## config.mk

```make
export PLATFORM = sky130hd
export DESIGN_NAME = ecs_ram
export DESIGN_NICKNAME = d
export VERILOG_FILES = /design/src/ecs_ram.sv
export SDC_FILE = /design/constraint.sdc
export NUM_CORES = 1
export LEC_CHECK = 0
export BUFFER_PORTS_ARGS = -buffer_cell sky130_fd_sc_hd__buf_4
export CAP_MARGIN = 40
export CORE_MARGIN = 4
export CORE_UTILIZATION = 53
export CTS_CLUSTER_SIZE = 28
export DETAILED_ROUTE_END_ITERATION = 10
export MAX_ROUTING_LAYER = met4
export PLACE_DENSITY = 0.72
export RECOVER_POWER = 25
export SKIP_CTS_REPAIR_TIMING = 1
export SYNTH_ARGS = -nofsm -noshare
export SYNTH_HDL_FRONTEND = slang
export SYNTH_SLANG_ARGS = --single-unit
```

## constraint.sdc

```tcl
create_clock -name i_clk -period 13.2 [get_ports i_clk]
set_input_delay 2.64 -clock i_clk [delete_from_list [all_inputs] [get_ports i_clk]]
set_output_delay 2.64 -clock i_clk [all_outputs]
set_load 0.01 [all_outputs]
```

## src/ecs_ram.sv

```systemverilog
`timescale 1ns / 1ps
module ecs_ram #(
    parameter int WIDTH = 128,
    parameter int DEPTH = 16
) (
    input  logic                     i_clk,
    input  logic                     i_we,
    input  logic [$clog2(DEPTH)-1:0] i_waddr,
    input  logic [WIDTH-1:0]         i_wdata,
    input  logic [$clog2(DEPTH)-1:0] i_raddr,
    output logic [WIDTH-1:0]         o_rdata
);
    logic [WIDTH-1:0] r_mem [DEPTH];
    logic [WIDTH-1:0] r_rdata;

    always_ff @(posedge i_clk) begin
        if (i_we) begin
            r_mem[i_waddr] <= i_wdata;
        end
        r_rdata <= r_mem[i_raddr];
    end

    assign o_rdata = r_rdata;
endmodule

```

==> run_results.csv <==
group,metric,value,unit
timing,fmax,0.181,GHz
job,cap_violations,0,
detailed_routing,drcViolationCount,0,
clock_tree,cts_buffers,207,
clock_tree,cts.clk_slew.worst_paths,0.06,ns
timing,rsz0062_at_grt,"false",
setup_path,crit_required,13.91,ns
detailed_routing,drt-initial-drc-count,3863,
pwr,irDropWorstVdd,134,µV
final_layout,layout-drive-gt1-share,0.286,
global_route,grt_max_degree,123,
floorplan,die_w,395,µm
timing,tns,0,ns
synthesis,syn-num-nets,3495,
clock_tree,clock_sinks,2176,
final_layout,final_cell_mix,"edfxtp_1 (2,048), mux4_2 (477), buf_4 (226), a22oi_1 (215), clkbuf_16 (208)",
setup_path,cp.arrival,6.24,ns
placement,post-place-ws,6.80,ns
clock_tree,clk_latency,0.84,ns
setup_path,crit_slowest_cell,"buf_4",
setup_path,start_kind,"primary input",
global_route,grt_overflow,0,
setup_path,crit_type,"primary input to flip-flop",
floorplan,io_pins,266,
timing,setup_viol,0,
setup_path,worstPathMaxFanout,71,
timing,slew_viol_final,0,
hold_path,min_path_type,"flip-flop to flip-flop",
detailed_routing,viasPerCell,6.15,
synthesis,yosys_warnings,0,
final_layout,fill_cells,9905,
timing,hold_viol,0,
detailed_routing,final_antenna_net_count,0,
timing,layout_setup_ws,7.67,ns
timing,max_slew_margin,0.342,
detailed_routing,route.vias.total,36700,
detailed_routing,routed_wl,178000,µm
timing,tightest_slew,0.987,ns
floorplan,die-height,395,µm
global_route,antenna_found_initial,31,
setup_path,setup.worst_path.end_class,"flip-flop",
global_route,grt_pass1_vias,37700,
final_layout,multi_input_area,14700,µm²
setup_path,max_stage_delay,0.76,ns
floorplan,die_area,156000,µm²
outcome,status,"completed",
synthesis,netlist_area,79400,µm²
final_layout,synthToLayoutAreaGrowth,14.5,%
placement,gp_congestion,0.722,
setup_path,crit_top_cell,"buf_4",
placement,hpwl,89200,µm
floorplan,num_rows,141,
global_route,grt_pass1_wl,260000,µm
pwr,powerDensity,157,nW/µm²
floorplan,start_util,0.535,
detailed_routing,dr.pass1.iters,5,
timing,finalCritPeriodShare,0.419,
final_layout,regArea,64100,µm²
floorplan,core_region_area,148000,µm²
timing,fin_skew,0.0491,ns
synthesis,syn_area_per_cell,23.7,µm²
setup_path,crit_path_cell_trace,"buf_8, buf_4, buf_4, buf_4, mux4_2, a22oi_1, nand2_1",
clock_tree,htree_levels,4,
timing,min_period,5.53,ns
clock_tree,cts_root_buffer,"clkbuf_16",
synthesis,ys_seq_area_frac,0.806,
final_layout,final_common_cell,"edfxtp_1",
detailed_routing,routedWlPerCell,29.8,µm
synthesis,syn_inst,3357,
synthesis,synthDistinctLibCells,25,
placement,port_buffers,265,
pwr,leakage,29.0,nW
clock_tree,cts_tree,"built",
global_route,grt.total_usage,0.237,
synthesis,ys_ff_latch,2176,
final_layout,fin_nets,3889,
clock_tree,cts_buffer_depth,3,
## cells in the mapped netlist, drive strengths merged
master / n / share of area
o221ai: 23 / 0.0025
nor3: 4 / 0.00025
o22a: 6 / 0.00066
o21ai: 17 / 0.0011
edfxtp: 2048 / 0.77
buf: 111 / 0.0077
mux2i: 24 / 0.0030
nand3: 1 / 0.000063
nor2: 15 / 0.00071
nor2b: 29 / 0.0023
a221oi: 12 / 0.0013
and2: 3 / 0.00024
mux4: 477 / 0.14
or3b: 1 / 0.00011
nand3b: 2 / 0.00019
mux2: 64 / 0.0091
or2: 1 / 0.000079
a22oi: 215 / 0.020
nand2: 95 / 0.0045
dfxtp: 128 / 0.032
nand2b: 16 / 0.0013
clkbuf: 65 / 0.0031
## worst max-delay path: cells and delay by family
| kind | cells | cell delay, ns |
|---|---|---|
| simple gates | 1 | 0.09 |
| mux | 1 | 0.41 |
| buf+inv | 4 | 2.67 |
| compound gates | 1 | 0.23 |
## cells by family (layout without fill, tap and decap cells)
kind of cell | Yosys count | in the layout | synth area share
and+or+nand+nor | 167 | 167 | 0.00967
DFF | 2176 | 2176 | 0.806
other | 0 | 30 | 0
buffers and inverters | 176 | 754 | 0.0108
muxes | 565 | 565 | 0.147
AOI/OAI and AO/OA | 273 | 273 | 0.0259
## state kept, by name, indices dropped and copies added, names as in the netlist
register	cells
o_rdata	128
r_mem	2048
## layout make-up
class,count,share of cell area
Antenna cell,30,0.000825
Clock buffer,295,0.0629
Timing Repair Buffer,361,0.0319
Clock inverter,98,0.0116
Multi-Input combinational cell,1005,0.161
Tap cell,2002,0.0275
Sequential cell,2176,0.704
## routing by layer
| metal | global-route usage | vias to the layer above | routed length [µm] |
|---|---|---|---|
| met5 | - | - | 0 |
| met4 | 0.0669 | 0 | 3980 |
| met3 | 0.0550 | 281 | 15700 |
| met2 | 0.357 | 1658 | 86700 |
| met1 | 0.330 | 19600 | 71700 |
| li1 | - | 15100 | - |
## final timing paths
| path | from | end | slack (ns) | cells after the start |
|---|---|---|---|---|
| worst max-delay path | i_raddr[1] | o_rdata[66] | 7.67 | 7 |
| worst min-delay path | r_mem[15][23] | o_rdata[23] | 0.65 | 3 |
| worst max register to register | r_mem[7][106] | o_rdata[106] | 11.74 | 3 |
| worst min register to register | r_mem[15][23] | o_rdata[23] | 0.65 | 3 |
## report_power, final
group | total, mW | switching, mW | internal (mW) | leakage [nW]
clock network | 5.84 | 2.51 | 3.33 | 3.29
logic | 0.698 | 0.400 | 0.299 | 6.09
registers | 7.79 | 0.0662 | 7.73 | 19.6
total | 14.3 | 2.97 | 11.4 | 29.0
## per-stage QoR
step	hold slack, ns	instances	instance area, µm²	utilization	total power [mW]
after floorplan	0.635	3357	79400	-	8.31
after global placement	0.645	5519	83900	0.565	8.62
after detailed placement	0.659	5544	84500	0.570	8.66
after CTS	0.648	5937	91300	0.615	14.5
after global routing	0.686	5964	91000	0.613	14.8
final	0.653	5967	91000	0.613	14.3
Note: power is estimated with default switching activity, not from simulation.
