**config.mk**
```make
export PLATFORM = sky130hd
export DESIGN_NAME = ecs_alu
export DESIGN_NICKNAME = d
export VERILOG_FILES = /design/src/ecs_pkg.sv /design/src/ecs_alu.sv
export SDC_FILE = /design/constraint.sdc
export NUM_CORES = 1
export LEC_CHECK = 0
export BUFFER_PORTS_ARGS = -buffer_cell sky130_fd_sc_hd__buf_4
export CAP_MARGIN = 15
export CORE_AREA = 10 10 280 255
export CTS_CLUSTER_SIZE = 8
export DETAILED_ROUTE_END_ITERATION = 6
export DIE_AREA = 0 0 290 265
export GPL_TIMING_DRIVEN = 0
export PLACE_DENSITY = 0.45
export SLEW_MARGIN = 20
export SYNTH_ARGS = -nofsm -noshare
export SYNTH_HDL_FRONTEND = slang
export SYNTH_SLANG_ARGS = --single-unit
```
**constraint.sdc**
```tcl
create_clock -name i_clk -period 4.8 [get_ports i_clk]
set_input_delay 0.48 -clock i_clk [delete_from_list [all_inputs] [get_ports i_clk]]
set_output_delay 0.48 -clock i_clk [all_outputs]
set_load 0.02 [all_outputs]
```
**src/ecs_pkg.sv**
```systemverilog
`timescale 1ns / 1ps
package ecs_pkg;

    localparam int unsigned POS_W  = 48;
    localparam int unsigned MASS_W = 32;
    localparam int unsigned MAG_W  = 49;
    localparam int unsigned EXT_W  = 50;
    localparam int unsigned COEF_W = 33;
    localparam int unsigned CFG_IDX_W  = 3;
    localparam int unsigned CFG_DATA_W = 48;

    localparam logic [1:0] ACT_LOAD = 2'd0;
    localparam logic [1:0] ACT_RUN  = 2'd1;
    localparam logic [1:0] ACT_READ = 2'd2;

    localparam logic [CFG_IDX_W-1:0] CFG_TIME_STEP   = 3'd0;
    localparam logic [CFG_IDX_W-1:0] CFG_WALL        = 3'd1;
    localparam logic [CFG_IDX_W-1:0] CFG_RESTITUTION = 3'd2;
    localparam logic [CFG_IDX_W-1:0] CFG_GRAVITY     = 3'd3;
    localparam logic [CFG_IDX_W-1:0] CFG_CONTACT     = 3'd4;
    localparam logic [CFG_IDX_W-1:0] CFG_ACTIVE      = 3'd5;

    localparam logic signed [EXT_W-1:0] SMAX = 50'sh0_7FFF_FFFF_FFFF;
    localparam logic signed [EXT_W-1:0] SMIN = -50'sh0_8000_0000_0000;

    typedef struct packed {
        logic [1:0]               action;
        logic [3:0]               object_index;
        logic signed [POS_W-1:0]  position;
        logic signed [POS_W-1:0]  velocity;
        logic [MASS_W-1:0]        mass;
        logic [16:0]              substeps;
    } t_item;

    typedef struct packed {
        logic [3:0]               index_out;
        logic signed [POS_W-1:0]  position_out;
        logic signed [POS_W-1:0]  velocity_out;
        logic [31:0]              collision_count;
    } t_result;

    typedef enum logic [1:0] {
        OP_MUL16,
        OP_MUL31,
        OP_MUL32,
        OP_DIV
    } t_alu_op;

    typedef struct packed {
        logic               go;
        t_alu_op            op;
        logic [MAG_W-1:0]   a;
        logic [COEF_W-1:0]  b;
    } t_alu_req;

    typedef struct packed {
        logic               done;
        logic [MAG_W-1:0]   res;
    } t_alu_rsp;

    function automatic logic signed [POS_W-1:0] sat48(input logic signed [EXT_W-1:0] x);
        logic signed [EXT_W-1:0] y;
        y = x;
        if (x > SMAX) y = SMAX;
        if (x < SMIN) y = SMIN;
        return y[POS_W-1:0];
    endfunction

    function automatic logic [MAG_W-1:0] mag(input logic signed [EXT_W-1:0] x);
        logic signed [EXT_W-1:0] t;
        t = (x < 0) ? -x : x;
        return t[MAG_W-1:0];
    endfunction

    function automatic logic signed [EXT_W-1:0] with_sign(input logic [MAG_W-1:0] m,
                                                          input logic neg);
        logic signed [EXT_W-1:0] t;
        t = $signed({1'b0, m});
        return neg ? -t : t;
    endfunction

endpackage

```
**src/ecs_alu.sv**
```systemverilog
`timescale 1ns / 1ps
module ecs_alu (
    input  logic              i_clk,
    input  logic              i_rst_n,
    input  ecs_pkg::t_alu_req i_req,
    output ecs_pkg::t_alu_rsp o_rsp
);
    import ecs_pkg::*;

    typedef enum logic [1:0] {A_IDLE, A_MUL, A_DIV, A_FIN} t_state;

    t_state            r_state;
    t_alu_op           r_op;
    logic [6:0]        r_cnt;
    logic [MAG_W-1:0]  r_a;
    logic [COEF_W-1:0] r_b;
    logic [81:0]       r_acc;
    logic [63:0]       r_num;
    logic [32:0]       r_rem;
    logic [32:0]       r_q;
    logic [MAG_W-1:0]  r_res;
    logic              r_done;

    logic [33:0] trial;
    logic        fits;
    logic [81:0] shifted;

    always_comb begin
        trial = {r_rem, r_num[63]};
        fits  = trial >= {1'b0, r_b};
        case (r_op)
            OP_MUL16: shifted = r_acc >> 16;
            OP_MUL31: shifted = r_acc >> 31;
            default:  shifted = r_acc >> 32;
        endcase
    end

    always_ff @(posedge i_clk) begin
        if (!i_rst_n) begin
            r_state <= A_IDLE;
            r_done  <= 1'b0;
        end else begin
            r_done <= 1'b0;
            unique case (r_state)
                A_IDLE: begin
                    if (i_req.go) begin
                        r_op <= i_req.op;
                        r_a  <= i_req.a;
                        r_b  <= i_req.b;
                        if (i_req.op == OP_DIV) begin
                            r_num   <= {i_req.a[31:0], 32'd0};
                            r_rem   <= '0;
                            r_q     <= '0;
                            r_cnt   <= 7'd63;
                            r_state <= A_DIV;
                        end else begin
                            r_acc   <= '0;
                            r_cnt   <= 7'd32;
                            r_state <= A_MUL;
                        end
                    end
                end
                A_MUL: begin
                    r_acc <= (r_acc << 1) + (r_b[COEF_W-1] ? 82'(r_a) : 82'd0);
                    r_b   <= r_b << 1;
                    r_cnt <= r_cnt - 7'd1;
                    if (r_cnt == 7'd0) r_state <= A_FIN;
                end
                A_DIV: begin
                    if (fits) begin
                        r_rem <= 33'(trial - {1'b0, r_b});
                        r_q   <= {r_q[31:0], 1'b1};
                    end else begin
                        r_rem <= trial[32:0];
                        r_q   <= {r_q[31:0], 1'b0};
                    end
                    r_num <= r_num << 1;
                    r_cnt <= r_cnt - 7'd1;
                    if (r_cnt == 7'd0) r_state <= A_FIN;
                end
                A_FIN: begin
                    if (r_op == OP_DIV) begin
                        r_res <= MAG_W'(r_q);
                    end else if (shifted > (82'd1 << 48)) begin
                        r_res <= MAG_W'(82'd1 << 48);
                    end else begin
                        r_res <= shifted[MAG_W-1:0];
                    end
                    r_done  <= 1'b1;
                    r_state <= A_IDLE;
                end
                default: r_state <= A_IDLE;
            endcase
        end
    end

    assign o_rsp.done = r_done;
    assign o_rsp.res  = r_res;
endmodule

```
==> flow_summary.yaml <==
power:
  power.density_nw_per_um2: 475
  leakage_nw: 8.65
  power_report.internal_total_mw: 6.92
  switching_share_pct: 36.7
  power_switching_mw: 4.01
  fin_total_pwr_mw: 10.9
  combPwrFrac_pct: 35.5
  vdd_ir_drop_max_v: 0.000216
  power.share.sequential_pct: 36.6
  clock_power_share_pct: 27.9
critical_path:
  worst-r2r-setup-slack_ns: 0.31
  setup.worst_path.end_class: "register"
  worstRegToRegCells: 15
  timing.critical_path.from_type: "register"
  critical_path.reg2reg.endpoint: "r_acc[52]"
  timing_worst_setup_path_type: "register to register"
  worst-endpoint-required_ns: 5.14
  critical_path.max_fanout: 10
  cp.arrival_ns: 4.84
  crit_start: "r_b[32]"
  r2r_start: "r_b[32]"
cells_and_area:
  layout.cell_area.non_filler_um2: 23000
  flow.area_growth_from_synthesis_pct: 18.3
  multi_input_comb_area_um2: 9020
  antenna_cells_inserted: 0
  post_route_cells_drive_above_1_share_pct: 15.4
  nets: 2216
  total_area_of_sequential_cells_um2: 9670
  instances_no_fill: 2922
  nFillCells: 6689
cts:
  cts.sink_count: 323
  worst_skew_pair.late_latency_ns: 0.59
  postCtsSetupRepairBufs: 0
  clock_buffer_count_from_cts: 47
  cts.clk_slew.worst_paths_ns: 0.06
  clock-root-buffer: "clkbuf_16"
  tritoncts: "built"
  cts-htree-levels: 2
  cts.path.max_buffers: 3
  cts.hold.buffers_added: 0
route:
  route.final.wire_length_um: 58600
  initialDrtViolationCount: 1039
  avgViaCountPerCell: 5.09
  vias: 14885
  detail_route.first_pass.iterations: 5
  route.antenna.remaining_nets: 0
  post_drt_wl_per_cell_um: 20.0
  drt_drc_violations_left: 0
grt:
  number_of_global_route_vias_before_repair: 14672
  global_route_wire_length_before_repair_um: 88900
  number_of_antenna_violations_at_the_first_check_in_global_routing: 2
  grt_max_degree: 52
  globalRouteOverflowTotal: 0
  gr-usage-all-layers_pct: 14.6
sta:
  drv_slew: 0
  timing.slew.headroom_pct: 27.0
  tightestPinTransition_ns: 1.10
  min_period_ns: 4.49
  final.setup_skew_ns: 0.0192
  period_share_pct: 93.6
  final_hold_viol_count: 0
  rsz0062_at_grt: "no"
  max_clock_freq_mhz: 223
  finish_stage_setup_viols: 0
  whs_ns: 0.0786
place:
  placedCellCount: 2854
  port_buffers: 136
  dpl_cell_area_um2: 21700
  gp_congestion: 0.906
  detailedPlacementHpwl_um: 44300
synthesis:
  syn-mean-instance-area_um2: 10.5
  synth_fp_nets: 2025
  yosysUniqueCellTypes: 71
  share_of_synthesized_area_occupied_by_flip_flops_and_latches_pct: 49.8
  synth_enable_flop_cells: 320
  synth_ff_type: "edfxtp_1"
  postSynthCellCount: 1848
  yosys_warnings: 0
  yosys_register_bits: 323
  asyncSetResetFlopFracSynth_pct: 0
  netlist_area_um2: 19400
floorplanning:
  fp.dieH_um: 265
  floorplan.io_pins: 137
  design.die.area_um2: 76900
  die_w_um: 290
  initial_core_util_pct: 29.8
  standard_cell_row_count: 89
  coreArea_um2: 65300
flow_run:
  drv.max_cap_violation_count: 0
outcome:
  run_status: "completed"
min_path:
  hp-class: "primary input to register"
  worst_hold_startpoint: "i_req[68]"
  worstHoldEndpoint: "r_a[35]"
  number_of_cells_on_the_worst_hold_path: 1
-- synth_stat cells, drive strengths merged, types with 16 or more instances --
cell type / instances / area (um^2)
mux2: 65 / 732
a211oi: 21 / 158
nor3: 26 / 130
a21oi: 166 / 835
nor2: 180 / 678
nand4: 43 / 269
nand2b: 16 / 100
a21o: 40 / 300
o21a: 17 / 128
buf: 38 / 219
nand3: 33 / 165
edfxtp: 320 / 9610
inv: 77 / 289
xnor2: 56 / 490
o21ai: 95 / 505
clkbuf: 65 / 245
xor2: 20 / 175
ha: 88 / 1100
mux2i: 81 / 811
and2: 97 / 607
nand2: 130 / 488
-- power by group through the flow --
| stage | registers, mW | clock network [mW] | logic [mW] |
|---|---|---|---|
| after floorplan | 3.92 | 0 | 2.74 |
| after global placement | 4.09 | 0 | 3.80 |
| after detailed placement | 4.05 | 0 | 3.88 |
| after CTS | 4.00 | 3.15 | 3.90 |
| after global routing | 4.03 | 3.25 | 4.31 |
| final | 4.00 | 3.05 | 3.88 |
-- critical path, stage by stage, from the launching register on --
cell and delay [ns]:
edfxtp_1 0.52, clkbuf_1 0.38, and2_1 0.20, ha_1 0.22, clkbuf_1 0.18, a21oi_1 0.23, o21ai_0 0.15, a211oi_1 0.38
o21ai_0 0.18, o21ai_2 0.28, o41ai_4 0.14, a31oi_1 0.45, clkbuf_2 0.32, clkbuf_2 0.32, nor3_1 0.10, o21a_1 0.18
-- through the flow --
step | utilization, % | setup TNS [ns] | setup WS (ns)
2_1_floorplan | - | 0 | 0.729
3_3_place_gp | 33.0 | -212.33 | -2.20
3_5_place_dp | 33.2 | -0.425 | -0.123
4_1_cts | 35.2 | 0 | 0.0528
5_1_grt | 35.2 | 0 | 0.00445
6_report | 35.2 | 0 | 0.308
-- cells by family (layout without fill, tap and decap cells) --
family,after synthesis,after routing,synth area share [%]
compound gates,429,429,13.7
xor+xnor,76,76,3.43
fa+ha+maj,90,90,5.87
buf+inv,181,391,3.90
flops,323,323,49.8
mux,146,146,7.94
simple gates,603,603,15.5
-- routing by layer --
| metal | up-vias | global-route usage (%) | share of wire (%) |
|---|---|---|---|
| met2 | 397 | 22.5 | 44 |
| li1 | 7173 | - | - |
| met4 | 2 | 5.03 | 2.8 |
| met1 | 7221 | 20.1 | 48 |
| met5 | - | 0 | 0.034 |
| met3 | 92 | 2.82 | 5.3 |
-- timing repair --
action                                  CTS  global route
cloned                                    0             0
gates resized for setup                   1             2
hold endpoints to repair                  0             0
endpoints found under the setup margin    9             9
-- worst max path at each step --
stage	slack (ns)	cells past startpoint	endpoint
floorplan	0.73	6	r_num[32]
global placement	-2.20	6	r_num[51]
detailed placement	-0.12	15	r_acc[52]
CTS	0.05	15	r_acc[56]
global route	0.004	15	r_acc[52]
finish	0.31	15	r_acc[52]
-- registers in the layout (all words and copies together) (netlist names) --
signal and cells:
r_q 33, r_cnt 7, r_b 33, r_state 2, r_num 32, r_a 49
r_res 49, r_acc 82, r_op 2, r_rem 33, r_done 1
-- layout make-up --
cell class | count | area share (%)
multi-input cells | 1344 | 39.2
repair buffers | 142 | 5.06
flip-flops and latches | 323 | 42.1
clock inverters | 5 | 0.272
clock buffers | 63 | 5.38
well taps | 864 | 4.70
plain buffers | 103 | 2.04
inverters | 78 | 1.27
-- placed cells by master (no fill, tap or decap), drive strengths merged, types with 5 or more instances in the layout --
master	count
nand2	130
o21ai	95
nor3	26
a21o	40
xnor2	56
xor2	20
o21bai	14
o211ai	15
and3	11
and2	97
nand2b	16
mux2	65
edfxtp	320
o21a	17
buf	180
nand4	43
clkbuf	128
clkinv	5
o31ai	15
or3	9
nor4b	6
a31oi	10
or4	15
mux2i	81
nor2b	8
ha	88
a211oi	21
nand3	33
nor2	180
inv	78
nor4	9
o22ai	7
a21oi	166
Power figures use the tool's default switching activity.
